--- src/rtl/core/stack_machine_execute_top_defines.svh ---
// Assertion macros for the stack machine RTL.
`ifndef STACK_MACHINE_EXECUTE_TOP_DEFINES_SVH
`define STACK_MACHINE_EXECUTE_TOP_DEFINES_SVH
// Property that must hold whenever the enabling condition holds.
`define SME_ASSERT_IMP(lbl, clk, rstn, pre, post) \
  lbl: assert property (@(posedge clk) disable iff (!rstn) (pre) |-> (post)) \
    else $error("assertion failed");
// Property checked in the cycle after the enabling condition.
`define SME_ASSERT_NXT(lbl, clk, rstn, pre, post) \
  lbl: assert property (@(posedge clk) disable iff (!rstn) (pre) |=> (post)) \
    else $error("assertion failed");
`endif

--- src/rtl/core/sme_pkg.sv ---
// Shared types and constants for the stack machine executor.
`timescale 1ns / 1ps
package sme_pkg;
  localparam int PC_W = 11;
  localparam int DATA_W = 32;
  localparam int MODE_W = 5;

  localparam logic [4:0] OP_BEGIN = 5'd0;
  localparam logic [4:0] OP_END   = 5'd1;
  localparam logic [4:0] OP_PUSH  = 5'd2;
  localparam logic [4:0] OP_POP   = 5'd3;
  localparam logic [4:0] OP_PUSHR = 5'd4;
  localparam logic [4:0] OP_POPR  = 5'd5;
  localparam logic [4:0] OP_ADD   = 5'd6;
  localparam logic [4:0] OP_SUB   = 5'd7;
  localparam logic [4:0] OP_MUL   = 5'd8;
  localparam logic [4:0] OP_DIV   = 5'd9;
  localparam logic [4:0] OP_OUT   = 5'd10;
  localparam logic [4:0] OP_IN    = 5'd11;
  localparam logic [4:0] OP_JMP   = 5'd12;
  localparam logic [4:0] OP_JEQ   = 5'd13;
  localparam logic [4:0] OP_JNE   = 5'd14;
  localparam logic [4:0] OP_JA    = 5'd15;
  localparam logic [4:0] OP_JAE   = 5'd16;
  localparam logic [4:0] OP_JB    = 5'd17;
  localparam logic [4:0] OP_JBE   = 5'd18;
  localparam logic [4:0] OP_CALL  = 5'd19;
  localparam logic [4:0] OP_RET   = 5'd20;

  localparam logic [1:0] F_NONE  = 2'd0;
  localparam logic [1:0] F_UNDER = 2'd1;
  localparam logic [1:0] F_OVER  = 2'd2;
  localparam logic [1:0] F_DIVZ  = 2'd3;

  // Classified request passed from front to back.
  typedef struct packed {
    logic [MODE_W-1:0] mode;
    logic [DATA_W-1:0] value;   // immediate or in_value, chosen by front
    logic [2:0]        reg_index;
    logic [9:0]        target;
    logic [1:0]        need;    // stack entries read
    logic              pushes;
  } req_t;

  typedef enum logic [2:0] {
    S_IDLE, S_RD1, S_RD2, S_EXEC, S_DIV, S_MUL, S_WR, S_DONE
  } bstate_t;
endpackage

--- src/rtl/core/sme_front.sv ---
// Front end: accepts instructions, classifies them, two-entry queue.
`timescale 1ns / 1ps
module sme_front (
  input  logic          clk,
  input  logic          rst_n,
  input  logic          in_valid,
  output logic          in_ready,
  input  logic [4:0]    mode,
  input  logic [31:0]   immediate,
  input  logic [2:0]    reg_index,
  input  logic [9:0]    target,
  input  logic [31:0]   in_value,
  output logic          q_valid,
  input  logic          q_pop,
  output sme_pkg::req_t q_req
);
  sme_pkg::req_t cls;
  sme_pkg::req_t slot_r [2];
  logic rd_r, rd_nxt, wr_r, wr_nxt;
  logic [1:0] cnt_r, cnt_nxt;
  logic push;

  always_comb begin
    cls.mode = mode;
    cls.value = (mode == sme_pkg::OP_IN) ? in_value : immediate;
    cls.reg_index = reg_index;
    cls.target = target;
    cls.need = 2'd0;
    cls.pushes = 1'b0;
    case (mode)
      sme_pkg::OP_POP, sme_pkg::OP_POPR, sme_pkg::OP_OUT, sme_pkg::OP_RET: cls.need = 2'd1;
      sme_pkg::OP_ADD, sme_pkg::OP_SUB, sme_pkg::OP_MUL, sme_pkg::OP_DIV,
      sme_pkg::OP_JEQ, sme_pkg::OP_JNE, sme_pkg::OP_JA, sme_pkg::OP_JAE,
      sme_pkg::OP_JB, sme_pkg::OP_JBE: cls.need = 2'd2;
      sme_pkg::OP_PUSH, sme_pkg::OP_PUSHR, sme_pkg::OP_IN, sme_pkg::OP_CALL:
        cls.pushes = 1'b1;
      default: ;
    endcase
  end

  assign in_ready = (cnt_r != 2'd2);
  assign push = in_valid && in_ready;
  assign q_valid = (cnt_r != 2'd0);
  assign q_req = slot_r[rd_r];
  assign rd_nxt = rd_r ^ q_pop;
  assign wr_nxt = wr_r ^ push;
  assign cnt_nxt = cnt_r + {1'b0, push} - {1'b0, q_pop};

  always_ff @(posedge clk) begin
    if (!rst_n) begin
      rd_r <= 1'b0;
      wr_r <= 1'b0;
      cnt_r <= 2'd0;
    end else begin
      rd_r <= rd_nxt;
      wr_r <= wr_nxt;
      cnt_r <= cnt_nxt;
    end
    if (push) slot_r[wr_r] <= cls;
  end
endmodule

--- config.mk ---
export PLATFORM = sky130hd
export DESIGN_NAME = sme_front
export DESIGN_NICKNAME = d
export VERILOG_FILES = /design/src/rtl/core/stack_machine_execute_top_defines.svh /design/src/rtl/core/sme_pkg.sv /design/src/rtl/core/sme_front.sv
export SDC_FILE = /design/constraint.sdc
export NUM_CORES = 1
export LEC_CHECK = 0
export BUFFER_PORTS_ARGS = -buffer_cell sky130_fd_sc_hd__buf_4
export CAP_MARGIN = 5
export CORE_MARGIN = 2
export CORE_UTILIZATION = 51
export CTS_BUF_LIST = sky130_fd_sc_hd__clkbuf_8 sky130_fd_sc_hd__clkbuf_16
export CTS_CLUSTER_DIAMETER = 120
export DETAILED_ROUTE_END_ITERATION = 8
export PLACE_DENSITY_LB_ADDON = 0.08
export SYNTH_ARGS = -nofsm -noshare
export SYNTH_HDL_FRONTEND = slang
export SYNTH_SLANG_ARGS = --single-unit
--- constraint.sdc ---
create_clock -name clk -period 5.2 [get_ports clk]
set_input_delay 0.52 -clock clk [delete_from_list [all_inputs] [get_ports clk]]
set_output_delay 0.52 -clock clk [all_outputs]
set_load 0.01 [all_outputs]
### Word-level counts from Yosys, hierarchy flattened

Memories as Yosys holds them, arrays and structs flattened. A register that Yosys moved wholly into a read port is not among the register bits.
Index checks and enable logic that the tools add are counted.

| storage, ports and cells | value |
|---|---|
| register bits | 4 |
| bits in writable memories | 106 |
| input port bits | 86 |
| word-level logic and storage cells | 38 |
| memories kept | 1 |

| cells by class | value |
|---|---|
| $add $sub $neg | 2 |
| equal/unequal tests | 19 |
| multiplexer cells | 6 |
| bitwise gates (word level) | 2 |
| reductions and logical operators | 5 |

Memories:

| name | words | bits a word | read ports | clocked after memory_dff | write ports | line | source |
|---|---|---|---|---|---|---|---|
| slot_r | 2 | 53 | 1 | 1 | 1 | sme_front.sv:18 | `sme_pkg::req_t slot_r [2];` |

Operator list:

| kind | count |
|---|---|
| 5-bit by 4-bit equality test with 1-bit output (second input constant) | 7 |
| 32-bit 2-to-1 mux | 1 |
| 5-bit equality test (second input constant) | 5 |
| 5-bit by 3-bit equality test with 1-bit output (second input constant) | 4 |
| 5-bit by 2-bit equality test with 1-bit output (second input constant) | 2 |
| 10-bit OR reduction | 1 |
| 4-bit OR reduction | 2 |
| 1-bit 2-to-1 mux | 4 |
| 2-bit one-hot mux with 2 select lines | 1 |
| 2-bit by 1-bit adder with 2-bit output | 1 |
| 2-bit != test (second input constant) | 1 |
| 2-bit nonzero test | 1 |
| 2-bit by 1-bit subtractor with 2-bit output | 1 |
| 1-bit XOR | 2 |
| 1-bit logical AND | 1 |

### Depth between registers and ports, before layout

Gate-level depths: netlist (run 1).

| depth | value |
|---|---|
| word-level depth | 4 |
| gate-level depth with buffers | 8 |

### Worst setup path before layout (run 1)

Ideal clock, no wire load.

| path | value |
|---|---|
| path type | input port to flip-flop |
| from | input port in_valid |
| to | memory slot_r[1][0] (netlist name), enable pin |
| arrival | 1,950 ps |
| slack | 2,833 ps |
| stages | 3 |
| path through | nand2_1 -> inv_1 -> ha_1 |

| between the ends | value |
|---|---|
| cells in the longest elaborated chain, start to end | 3 |

Ends and longest elaborated chain:

| what | line | source |
|---|---|---|
| start: declaration | sme_front.sv:6 | `input logic in_valid,` |
| 1-bit logical AND | sme_front.sv:42 | `assign push = in_valid && in_ready;` |
| 1-bit 2-to-1 mux | sme_front.sv:59 | `if (push) slot_r[wr_r] <= cls;` |
| 1-bit 2-to-1 mux (implied by the code) | sme_front.sv:59 |  |
| end: declaration | sme_front.sv:18 |  |

Every way passes these cells.

==> results of run 1 <==
final cells by class:
class / instances / area [um2] / share of cell area, %
Sequential cell: 111 / 3280 / 54.5
Multi-Input combinational cell: 119 / 1350 / 22.3
Timing Repair Buffer: 143 / 1070 / 17.8
Tap cell: 111 / 139 / 2.30
Clock buffer: 9 / 124 / 2.05
Clock inverter: 7 / 47.5 / 0.789
Inverter: 4 / 15.0 / 0.249
how the worst min path moves through the flow:
stage	startpoint	end	depth (start not counted)
after floorplan	wr_r	wr_r	3
after global placement	rd_r	rd_r	2
after detailed placement	rd_r	flop	2
after CTS	target[4]	slot_r[0][7]	1
after global routing	target[1]	slot_r[0][4]	1
final	target[4]	slot_r[0][7]	1
sequential cells by signal (all words and copies together), names as in the netlist, named ones only:
| signal | cells |
|---|---|
| cnt_r | 2 |
| rd_r | 1 |
| slot_r | 106 |
| wr_r | 1 |
power by group:
part | internal (mW) | total, mW | leakage [nW] | switching [mW]
sequential | 1.14 | 1.18 | 1.03 | 0.0400
combinational | 0.268 | 0.501 | 1.30 | 0.233
clock | 0.175 | 0.457 | 0.0886 | 0.282
cell families after synthesis:
group	share of synthesized area, %
xor gates and xnor gates	0.929
adders and majority gates	1.06
DFF	69.7
AOI/OAI and AO/OA	0.850
buffers and inverters	1.91
and+or+nand+nor	2.89
muxes	22.7
critical path: cells and delay by family (launching register included):
kind                   cells  cell delay (ns)
buffers and inverters      2             0.61
muxes                      1             0.39
DFF                        1             0.76
per-layer routing:
| metal | wire length, um | up-vias | share of wire (%) | track usage [%] |
|---|---|---|---|---|
| li1 | - | 1228 | - | - |
| met1 | 3390 | 1243 | 41 | 20.2 |
| met2 | 4250 | 91 | 51 | 28.7 |
| met3 | 645 | 7 | 7.7 | 4.67 |
| met4 | 75 | 0 | 0.90 | 6.32 |
| met5 | 0 | - | 0 | 0 |
stage by stage:
step / hold WS (ns) / area, um2
after CTS: 0.325 / 6030
after global placement: 0.569 / 5860
after floorplan: 0.534 / 4710
final: 0.340 / 6030
after global routing: 0.314 / 6030
after detailed placement: 0.574 / 5860
cell usage in the layout, fill, tap and decap left out, types with 3 or more instances in the layout:
master / netlist / layout
dfxtp_1: 5 / 4
mux2_4: 30 / 30
edfxtp_1: 106 / 106
and2_1: 4 / 4
xor2_1: 3 / 3
clkbuf_8: 0 / 9
buf_4: 1 / 143
a21oi_1: 3 / 3
inv_1: 4 / 4
clkinv_4: 0 / 3
mux2_2: 55 / 55
==> impl_results.md, run 1 <==
- H-tree levels: 3
- Max VDD drop: 0.000189 V
- Detailed-route via count: between 2,000 and 3,000
- Total power: ~2.1 mW
- Ranking of synthesized cells by area: edfxtp_1, mux2_2, mux2_4
- Pre-CTS setup slack: 2.89 ns
- Number of flops mapped to enable cells by yosys: 106
- Share of the synthesized area in the top cell type: slightly below 70%
- RSZ-0062 raised after global routing: false
- Critical path arrival: about 2.1 ns
- RePlAce Congestion: approximately 0.7
- Min cycle time layout: ~2.7 ns
- DRT Pass-1 Iters: 4
- Worst-Margin Slew: between 0.6 and 0.7 ns
- Fin Setup TNS: 0 ns
- Outcome: finished, final reports clean
- Setup slack after layout: ~2.5 ns
- Reg clk slew, reported paths: roughly 0.10 ns
- Worst-path maximum fanout: 27
- Antenna Violating Nets Remaining: 0
- Cell Pwr Density: 356 mW/mm2
- DIE WIDTH: roughly 100 um
- Fillers: approximately 640
- Maxcap violations: 0
- Routed Wire Length: about 8400 um
- Flop2flop setup slack: 3.17 ns
- Most used cell, CP: buf_4
- Skew-Pair Late Insertion Delay: about 0.36 ns
- TritonCTS clock tree: yes
- GRT Resource Usage Total: between 15 and 20%
- I/O Buffers: between 100 and 150
- Fin. Hold Viols: 0
- Sequential cell area fraction in the yosys report: between 60% and 70%
- Residual DRC: 0
- Critical path data required time: around 4.7 ns
- Largest net degree at the start of global routing: 37
- Hold Buf Count CTS: 0
- Synth area leader: edfxtp_1
- Synth unique cells: 30
- Cts bufs inserted: 9
- I/O pin count: between 100 and 150
- Crit Path Class: flop to output port
- Initial Util: roughly half
- Layout cell share with drive strength beyond 1: between 60% and 70%
- Slew headroom: between 50% and 60%
- Top-count cell post-synth: edfxtp_1
- Clock buffer depth: 2
- Final #Nets: around 480
- Reg-to-Reg End: slot_r[0][21]
- Clock skew: 0.0129 ns
- Ys Warns: 0
- Die Ht: ~100 um
- P&R area growth vs syn: 27.9%
- Leakage: roughly 2.4 nW
- FMAX: approximately 0.38 GHz
- R2R depth: 5
- Post-synth ARST share: 0%
- Most instantiated cells after synthesis: edfxtp_1, mux2_2, mux2_4, buf_2, dfxtp_1
- Core area: 0.00911 mm2
- Synth Register Bits: roughly 110
- Initial antenna violation count: 0
- DR WL/cell: ~17 um
- Drt via density: around 5.1
- Clock root cell: clkbuf_8
- Mapped cell area: roughly 0.0047 mm2
- Crit path cell chain: buf_4 -> mux2_2 -> buf_4
- Worst R2R Start: cnt_r[0]
- Finish-stage setup viols: 0
- Non-filler cells, final: roughly 500
- CP max stage delay: ~0.76 ns
- DRT iter0 DRCs: 75
- Resized Gates After CTS: 0
- Global-route wire length before repair: between 10,000 and 15,000 um
- Final Cycle Share: roughly half
- Slowest-stage cell, CP: dfxtp_2
- Net Count, Synth: 335
- Grt total ovfl: 0
- Die Area: approximately 0.010 mm2
- Setup crit end kind: output port
- Final Util: 66.2%
- Clock sink count: between 100 and 150
- Setup Fix Bufs, Post-CTS: 0
- Ant diodes: 0
- Most used DFF post-synth: edfxtp_1
- # rows: 35
- Worst Hold Class: primary input to flop
- Placed insts: 488
- Syn Inst Count: 245
- Mean Syn Cell Area: ~19 um2
- Pins Over Slew Limit: 0
- Crit start category: flop
- Dpl hpwl: approximately 5600 um
- End of the critical path: q_req[37]
- Vias in the first global route: around 2,600
Power figures use the tool's default switching activity.
==> run 2, diff against run 1 <==
--- a/config.mk
+++ b/config.mk
@@ -5,10 +5,11 @@
 export SDC_FILE = /design/constraint.sdc
 export NUM_CORES = 1
 export LEC_CHECK = 0
+export ABC_AREA = 1
 export BUFFER_PORTS_ARGS = -buffer_cell sky130_fd_sc_hd__buf_4
 export CAP_MARGIN = 5
 export CORE_MARGIN = 2
-export CORE_UTILIZATION = 51
+export CORE_UTILIZATION = 47
 export CTS_BUF_LIST = sky130_fd_sc_hd__clkbuf_8 sky130_fd_sc_hd__clkbuf_16
 export CTS_CLUSTER_DIAMETER = 120
 export DETAILED_ROUTE_END_ITERATION = 8
==> constraint.sdc (replaced) <==
create_clock -name clk -period 2.4 [get_ports clk]
set_input_delay 0.24 -clock clk [delete_from_list [all_inputs] [get_ports clk]]
set_output_delay 0.24 -clock clk [all_outputs]
set_load 0.01 [all_outputs]
==> run 2 against run 1 <==
Net effect:
- synthesized area up 1.3%
- cell count up 24%
- non-clock buffer count up 5
- design area up 2.9%
- critical path type unchanged
- highest routed layer unchanged
==> impl_results.md, run 2 <==
- WHS: 0.0570 ns (was 0.340 ns)
- Mapped cell area: 0.00477 mm2 (was 0.00471 mm2)
- DIE WIDTH: 105 um (was 100 um)
- Initial Util: 48.6% (was 51.7%)
- Reg clk slew, reported paths: 0.11 ns (was 0.10 ns)
- Sequential cell area fraction in the yosys report: 68.8% (was 69.7%)
- Maxcap violations: 0 (unchanged)
- Area fraction in compound gates after synthesis: 5.71% (was 0.849%)
- Pins Over Slew Limit: 0 (unchanged)
- RePlAce Congestion: 0.720 (was 0.697)
- Critical path data required time: 2.16 ns (was 4.68 ns)
- Worst Hold Class: primary input to flop (unchanged)
- Slew headroom: 67.3% (was 54.4%)
- Clock sink count: 111 (unchanged)
- Routed Wire Length: 8780 um (was 8360 um)
- Antenna Violating Nets Remaining: 0 (unchanged)
- Clock skew: 0.0104 ns (was 0.0129 ns)
- Layout cell share with drive strength beyond 1: 50.2% (was 63.4%)
- Post-synth ARST share: 0% (unchanged)
- Finish-stage setup viols: 0 (unchanged)
- Skew-Pair Late Insertion Delay: 0.35 ns (was 0.36 ns)
- Largest reg by FF count: slot_r (unchanged)
- TritonCTS clock tree: yes (unchanged)
- Vias in the first global route: 2,935 (was 2,590)
- Most used DFF post-synth: edfxtp_1 (unchanged)
- Synth unique cells: 17 (was 30)
- Slowest-stage cell, CP: dfxtp_2 (unchanged)
- Clock buffer depth: 2 (unchanged)
- Setup Fix Bufs, Post-CTS: 0 (unchanged)
- Ant diodes: 0 (unchanged)
- Core area: 0.00982 mm2 (was 0.00911 mm2)
- FMAX: just under 0.5 GHz
- Ys Warns: 0 (unchanged)
- Min cycle time layout: roughly 2.0 ns
- Detailed-route via count: 2,971 (was 2,569)
- Synth Register Bits: 111 (unchanged)
- RSZ-0062 raised after global routing: false (unchanged)
- Commonest non-fill, non-tap cell in the layout: buf_4 (unchanged)
- Resized Gates After CTS: 0 (unchanged)
- H-tree levels: 3 (unchanged)
- Net Count, Synth: 429 (was 335)
- Mean Syn Cell Area: 14.1 um2 (was 19.2 um2)
- Leakage: 2.64 nW (was 2.42 nW)
- Final Util: 63.2% (was 66.2%)
- Most instantiated cells after synthesis: edfxtp_1, mux2_2, nand2_1, inv_1, o21ai_2 (was edfxtp_1, mux2_2, mux2_4, buf_2, dfxtp_1)
- Pre-CTS setup slack: 0.732 ns (was 2.89 ns)
- P&R area growth vs syn: 29.9% (was 27.9%)
- Top flop regs: slot_r (106), cnt_r (2) (unchanged)
- Multiplexer area fraction after synthesis: 12.5% (was 22.7%)
- Post-synthesis simple-gate area fraction: 5.90% (was 2.89%)
- Initial antenna violation count: 0 (unchanged)
- Fin. Hold Viols: 0 (unchanged)
- I/O Buffers: 140 (unchanged)
- Most frequent cells in the layout: buf_4, edfxtp_1, mux2_2, nand2_1, inv_1 (was buf_4, edfxtp_1, mux2_2, mux2_4, clkbuf_8)
- Finished layout cell area: 0.00620 mm2 (was 0.00603 mm2)
- Max reg flops: 106 (unchanged)
- I/O pin count: 141 (unchanged)
- Largest family of logic cells by synthesized area: multiplexers (unchanged)
- # rows: 36 (was 35)
- Grt total ovfl: 0 (unchanged)
- Share of the synthesized area in the top cell type: 66.7% (was 67.5%)
- Final Cycle Share: 84.8%
- Post-Synth XOR/XNOR Area: 0% (was 0.929%)
- DRT iter0 DRCs: 126 (was 75)
- Worst-path maximum fanout: 26 (was 27)
- Synth area leader: edfxtp_1 (unchanged)
- Setup crit end kind: output port (unchanged)
- Worst-Margin Slew: 0.491 ns (was 0.684 ns)
- CP Buf/Inv Count: 2 (unchanged)
- Final #Nets: 575 (was 478)
- Outcome: finished, final reports clean (unchanged)
- Ranking of synthesized cells by area: edfxtp_1, mux2_2, o21ai_2 (was edfxtp_1, mux2_2, mux2_4)
- Adder-cell share of the synthesized area: 1.05% (was 1.06%)
- Dpl hpwl: 6230 um (was 5570 um)
- Largest net degree at the start of global routing: 41 (was 37)
- Global-route wire length before repair: 14,100 um (was 12,700 um)
- Syn Inst Count: 339 (was 245)
- Clock root cell: clkbuf_8 (unchanged)
- Top-count cell post-synth: edfxtp_1 (unchanged)
- Crit start category: flop (unchanged)
- Die Ht: 105 um (was 100 um)
- GRT Resource Usage Total: 16.4% (was 16.7%)
- Setup slack after layout: 0.365 ns (was 2.54 ns)
- Residual DRC: 0 (unchanged)
- Crit Path Class: flop to output port (unchanged)
- DR WL/cell: 14.1 um (was 16.6 um)
- DRT Pass-1 Iters: 4 (unchanged)
- Crit path cell chain: buf_12 -> mux2_2 -> buf_4 (was buf_4 -> mux2_2 -> buf_4)
- CP max stage delay: 0.64 ns (was 0.76 ns)
- Cts bufs inserted: 9 (unchanged)
- Dpl cell area: 0.00597 mm2 (was 0.00586 mm2)
- Max VDD drop: 0.000271 V (was 0.000189 V)
- Fin Setup TNS: 0 ns (unchanged)
- Number of flops mapped to enable cells by yosys: 106 (unchanged)
- Critical path arrival: 1.80 ns (was 2.14 ns)
- Cell Pwr Density: 721 mW/mm2 (was 356 mW/mm2)
- Drt via density: 4.77 (was 5.10)
- Crit-path leading delay family: flip-flops (unchanged)
- Die Area: 0.0110 mm2 (was 0.0100 mm2)
- Hold Buf Count CTS: 0 (unchanged)
[run 2: cell count changes in the layout (fill, tap and decap cells not counted), sizes merged, moves of 5 or more]
cell,previous run,this run
inv,5,54
nand2,2,51
o21ai,0,34
mux2,85,53
nor2,1,10
nand3,2,9
buf,143,148
clkinv,6,1
[run 2: cell families (layout without fill, tap and decap cells)]
logic type,count (synthesis),in the layout
mux,53,53
simple gates,70,70
flops,111,111
fa+ha+maj,4,4
compound gates,38,38
buf+inv,63,214
[run 2: worst reg2reg max path, delay by kind of cell, from the launching register on]
| kind | cells | cell delay [ns] |
|---|---|---|
| adders and majority gates | 1 | 0.17 |
| DFF | 1 | 0.35 |
| buffers and inverters | 3 | 0.49 |
| and+or+nand+nor | 2 | 0.14 |
[run 2: stage by stage]
stage	power [mW]	instances
5_1_grt	4.69	623
2_1_floorplan	2.85	339
3_3_place_gp	3.25	607
4_1_cts	4.53	623
3_5_place_dp	3.27	607
6_report	4.48	623
[run 2: report_power, final]
group,switching (mW),internal [mW],total (mW)
Clock,0.648,0.616,1.26
Combinational,0.392,0.413,0.805
Sequential,0.0541,2.35,2.41
Total,1.09,3.38,4.48
[run 2: routing by layer]
metal / track usage [%] / wire, um / up-vias
li1: - / - / 1466
met1: 20.9 / 3900 / 1414
met2: 28.5 / 4380 / 83
met3: 3.37 / 413 / 8
met4: 4.76 / 87 / 0
met5: 0 / 0 / -
[run 2: worst paths after layout]
path / from / to / slack (ns) / cells after the start
min reg2reg: rd_r / rd_r / 0.46 / 1
max: flop / q_req[47] / 0.36 / 3
min: target[9] / slot_r[0][12] / 0.06 / 1
max reg2reg: cnt_r[0] / slot_r[0][2] / 0.90 / 6
[run 2: final cells by class]
cell class / instances / area (um2)
clock inverter: 7 / 111
inverter: 50 / 188
timing repair buffer: 148 / 1120
multi-input combinational: 165 / 1210
tap: 133 / 166
sequential: 111 / 3280
fill: 813 / 3620
clock buffer: 9 / 124
